$ cat config.mk
export PLATFORM = sky130hd
export DESIGN_NAME = ccwas_ram
export DESIGN_NICKNAME = d
export VERILOG_FILES = /design/src/design/ccwas_ram.sv
export SDC_FILE = /design/constraint.sdc
export NUM_CORES = 2
export LEC_CHECK = 0
export BUFFER_PORTS_ARGS = -buffer_cell sky130_fd_sc_hd__buf_2
export CORE_MARGIN = 4
export CORE_UTILIZATION = 36
export CTS_BUF_LIST = sky130_fd_sc_hd__clkbuf_4
export DETAILED_ROUTE_END_ITERATION = 10
export PLACE_DENSITY = 0.51
export REMOVE_ABC_BUFFERS = 1
export SLEW_MARGIN = 10
export SYNTH_ARGS = -nofsm -noshare
export SYNTH_HDL_FRONTEND = slang
export SYNTH_SLANG_ARGS = --single-unit
$ cat constraint.sdc
create_clock -name clk -period 6.76 [get_ports clk]
set_input_delay 0.338 -clock clk [delete_from_list [all_inputs] [get_ports clk]]
set_output_delay 0.338 -clock clk [all_outputs]
set_load 0.05 [all_outputs]
$ cat src/design/ccwas_ram.sv
`default_nettype none
module ccwas_ram #(
	parameter int WIDTH = 32,
	parameter int DEPTH = 64
) (
	input  wire logic                                      clk,
	input  wire logic                                      we,
	input  wire logic [((DEPTH > 1) ? $clog2(DEPTH) : 1)-1:0] waddr,
	input  wire logic [WIDTH-1:0]                          wdata,
	input  wire logic [((DEPTH > 1) ? $clog2(DEPTH) : 1)-1:0] raddr,
	output logic      [WIDTH-1:0]                          rdata
);
	logic [WIDTH-1:0] mem_q [DEPTH];

	always_ff @(posedge clk) begin
		if (we) begin
			mem_q[waddr] <= wdata;
		end
		rdata <= mem_q[raddr];
	end
endmodule
`default_nettype wire
* Yosys cells after proc, flatten, opt, wreduce, memory -nomap -nowiden
Memory sizes are Yosys's and may differ from the RTL's. A register that Yosys moved wholly into a read port is not among the register bits.
Index checks and enable logic that the tools add are counted.
** Operators by class
- Muxes and demuxes :: 2
** Operators with widths (count)
- two-way mux 1 bit :: 2
** Storage, ports and cells
- Register bits :: 0
- RAM bits :: 2048
- Bits of input ports :: 46
- Logic and storage cells :: 3
- Memories :: 1
- Output and inout port bits :: 32
** Memories
- mem_q :: depth 64, bits a word 32, read ports 1, clocked after Yosys merged registers in 1, wr ports 1, RTL line 13 : logic [WIDTH-1:0] mem_q [DEPTH];

* Logic depth before layout (Yosys ltp)
- Depth in word-level cells :: 2
- Depth in mapped cells :: 10
- Mapped depth without buffers :: 5

* Worst setup path before layout
No wires, ideal clock.
- Path kind :: input port to flip-flop
- From :: input port waddr[3] (netlist bit)
- To :: memory mem_q[48][0], enable pin
- Arrival time :: 3037 ps
- Required time :: 6299 ps
- Slack :: 3262 ps
- Path buffers :: 1
- Cell stages on the path :: 4
- Library setup time :: 461 ps
- Cell sequence :: clkbuf_1 > nor2b_1 > nand4b_1 > nor3_1
** RTL lines
- start, declared :: RTL line 8 : input wire logic [((DEPTH > 1) ? $clog2(DEPTH) : 1)-1:0] waddr,
- end, declared :: RTL line 13
No word-level cell before the write port.

==> flow_metrics.py <==
metrics = {
    "status": {
        "status": "finished, final reports clean",
    },
    "cts": {
        "path_clk_slew_ns": 0.07,
        "clock_latency_ns": 1.30,
        "clock_sinks": 2080,
        "cts_max_path_buffers": 4,
        "numCtsBuffers": 555,
        "cts_resized": 0,
        "h-tree-depth": 6,
        "tritoncts": "yes",
        "cts_root_buf": "clkbuf_4",
    },
    "sta": {
        "worst_pin_slew_ns": 1.281,
        "slew_headroom_pct": 14.63,
        "rsz0062_at_grt": "no",
        "min_period_over_period_pct": 47.67,
        "fin_crit_ns": 3.223,
        "setup_tns_ns": 0,
        "hold_violations": 0,
        "max_freq_ghz": 0.3103,
        "setup_viol": 0,
        "report.final.slew_viol_count": 0,
        "clock_skew_ns": 0.06325,
    },
    "placement": {
        "hpwl_um": 114600,
        "gp_congestion": 0.7400,
        "port_buffers": 77,
        "dp.cells": 6207,
    },
    "critical_path": {
        "path_max_fanout": 43,
        "worstSetupStartpointType": "input port",
        "regToRegStartpoint": "mem_q[15][16]",
        "path_class": "input port to flip-flop",
        "setup.worst_path.start": "raddr[3]",
        "crit_required_ns": 7.88,
        "endpoint_kind": "flip-flop",
        "worstPathArrival_ns": 4.34,
    },
    "die": {
        "num_rows": 171,
        "dieArea_um2": 225600,
        "core-area_um2": 217000,
        "io_pins": 78,
        "die_y_um": 475.0,
        "start_util_pct": 36.19,
        "die_w_um": 475.0,
    },
    "yosys": {
        "ys_types": 34,
        "ys.warnings.count": 0,
        "yosysSeqAreaShare_pct": 79.14,
        "ys_seq_elements": 2080,
        "synth_cells": 3324,
        "synth_area_um2": 78520,
        "syn_avg_cell_area_um2": 23.62,
    },
    "grt": {
        "grt_pass1_wl_um": 309200,
        "groute.layer.met1.usage_pct": 27.37,
        "antenna_found_initial": 21,
        "grt.overflow.total": 0,
        "top_usage_layer": "met2",
        "grt_usage_pct": 19.58,
        "grtUsageMet2_pct": 30.88,
        "grt_util_met3_pct": 4.726,
        "grt_pass1_vias": 40550,
        "grt_max_degree": 101,
    },
    "hold_path": {
        "worstHoldStart": "wdata[15]",
        "hold_path_class": "input port to flip-flop",
    },
    "power_and_ir_drop": {
        "p_leak_nw": 28.69,
        "power_frac_seq_pct": 54.3,
        "clkPwrFrac_pct": 40.3,
        "switching_share_pct": 22.64,
        "p_per_area_nw_per_um2": 291.9,
        "intPower_mw": 20.43,
        "power_mw": 26.41,
        "switchingPower_mw": 5.978,
        "combPwrFrac_pct": 5.4,
        "ir_drop_mv": 0.1822,
    },
    "routing": {
        "ant_nets": 0,
        "via_per_inst": 5.414,
        "first_pass_iters": 7,
        "wl_per_cell_um": 30.75,
        "wl_um": 221300,
        "vias": 38960,
        "drt_iter0_markers": 4080,
        "drc": 0,
    },
    "final_layout": {
        "area_growth_pct": 15.23,
        "drive_above_1_share_pct": 38.85,
        "final_common_cell": "edfxtp_1",
        "final_net_count": 4008,
        "final_cell_mix": "edfxtp_1 (2,048), clkbuf_4 (834), mux4_2 (544)",
        "finalNonFillerCells": 7196,
    },
    "job": {
        "drv_cap": 0,
    },
}
## power by group through the flow
stage	sequential (mW)	combinational [mW]	clock [mW]
5_1_grt	14.3	1.52	11.7
4_1_cts	14.4	1.45	11.0
3_5_place_dp	14.6	1.42	0
2_1_floorplan	14.7	0.529	0
3_3_place_gp	14.6	1.41	0
6_report	14.4	1.42	10.6
## worst paths after layout
check                  end  cells past startpoint  slack (ns)
min reg2reg       rdata[4]                      4        0.74
min          mem_q[21][15]                      3        0.26
max               rdata[3]                      9        3.54
max reg2reg      rdata[16]                      4        4.23
## layout make-up
| class | count | area [um2] |
|---|---|---|
| Sequential cell | 2080 | 62140 |
| Clock inverter | 91 | 406.6 |
| Timing Repair Buffer | 263 | 2083 |
| Multi-Input combinational cell | 1062 | 15980 |
| Antenna cell | 12 | 30.03 |
| Fill cell | 19240 | 126500 |
| Clock buffer | 834 | 6261 |
| Tap cell | 2854 | 3571 |
## worst max-delay path, stage by stage
cell and delay (ns):
dlygate4sd3_1 0.55, buf_6 0.49, buf_4 0.72, nand2b_1 0.57, buf_4 0.39, o22ai_1 0.27
nor2_1 0.09, a21oi_1 0.63, nor2_1 0.23
## logic make-up (layout without fill, tap and decap cells)
group                  Yosys count  count (layout)  synth area share (%)
flip-flops                    2080            2080                 79.14
AO/OA/AOI/OAI                  202             202                 1.673
AND/OR/NAND/NOR                223             223                 1.265
buffers and inverters          182            1188                 1.128
other                            0              12                     0
multiplexers                   637             637                 16.79
## sequential cells by signal (all words and copies together), names as in the netlist
register and flops:
rdata 32, mem_q 2048
## stage by stage
step / hold WS (ns) / setup WS, ns / cell area (um2) / util, %
floorplan: 0.4369 / 3.414 / 77630 / -
global placement: 0.7096 / 2.704 / 83230 / 38.36
detailed placement: 0.7176 / 2.701 / 83230 / 38.36
CTS: 0.08870 / 3.637 / 90400 / 41.67
global route: 0.1172 / 3.490 / 90460 / 41.70
finish: 0.2639 / 3.537 / 90470 / 41.70
## timing repair
action                                 4_1_cts  5_1_grt
hold buffers                                50        1
endpoints found under the hold margin     2342        4
buffers inserted                             0        0
## per-layer routing
layer	vias up	part of all wire (%)	wire length, um
met5	-	0.012	27
met4	4	1.9	4195
met3	328	7.3	16260
met2	1567	48	106200
met1	21140	43	94560
li1	15920	-	-
## synth_stat cells
master	number	area [um2]
edfxtp_1	2048	61500
mux4_2	544	12250
nor2_1	137	514.2
mux2i_1	93	930.9
o22ai_1	84	525.5
clkbuf_1	74	277.8
a21oi_1	62	310.3
buf_2	57	285.3
dfxtp_1	32	640.6
o221ai_1	27	236.5
nand2_1	26	97.59
buf_4	25	187.7
buf_1	21	78.83
nor2b_1	15	93.84
a22oi_1	12	90.09
a311oi_1	8	70.07
nand2b_1	8	50.05
nor3_1	7	35.03
buf_6	5	56.30
nand3_1	5	25.02
nand3b_1	5	37.54
a41o_1	4	40.04
and3_1	4	25.02
o32ai_1	4	35.03
or3_1	3	18.77
or3b_2	3	26.28
and2_1	2	12.51
nand4_1	2	12.51
or3b_1	2	17.52
a31oi_1	1	6.260
nand4b_1	1	8.760
or2_0	1	6.260
or2_1	1	6.260
or2_2	1	6.260
Power figures use the tool's default switching activity.
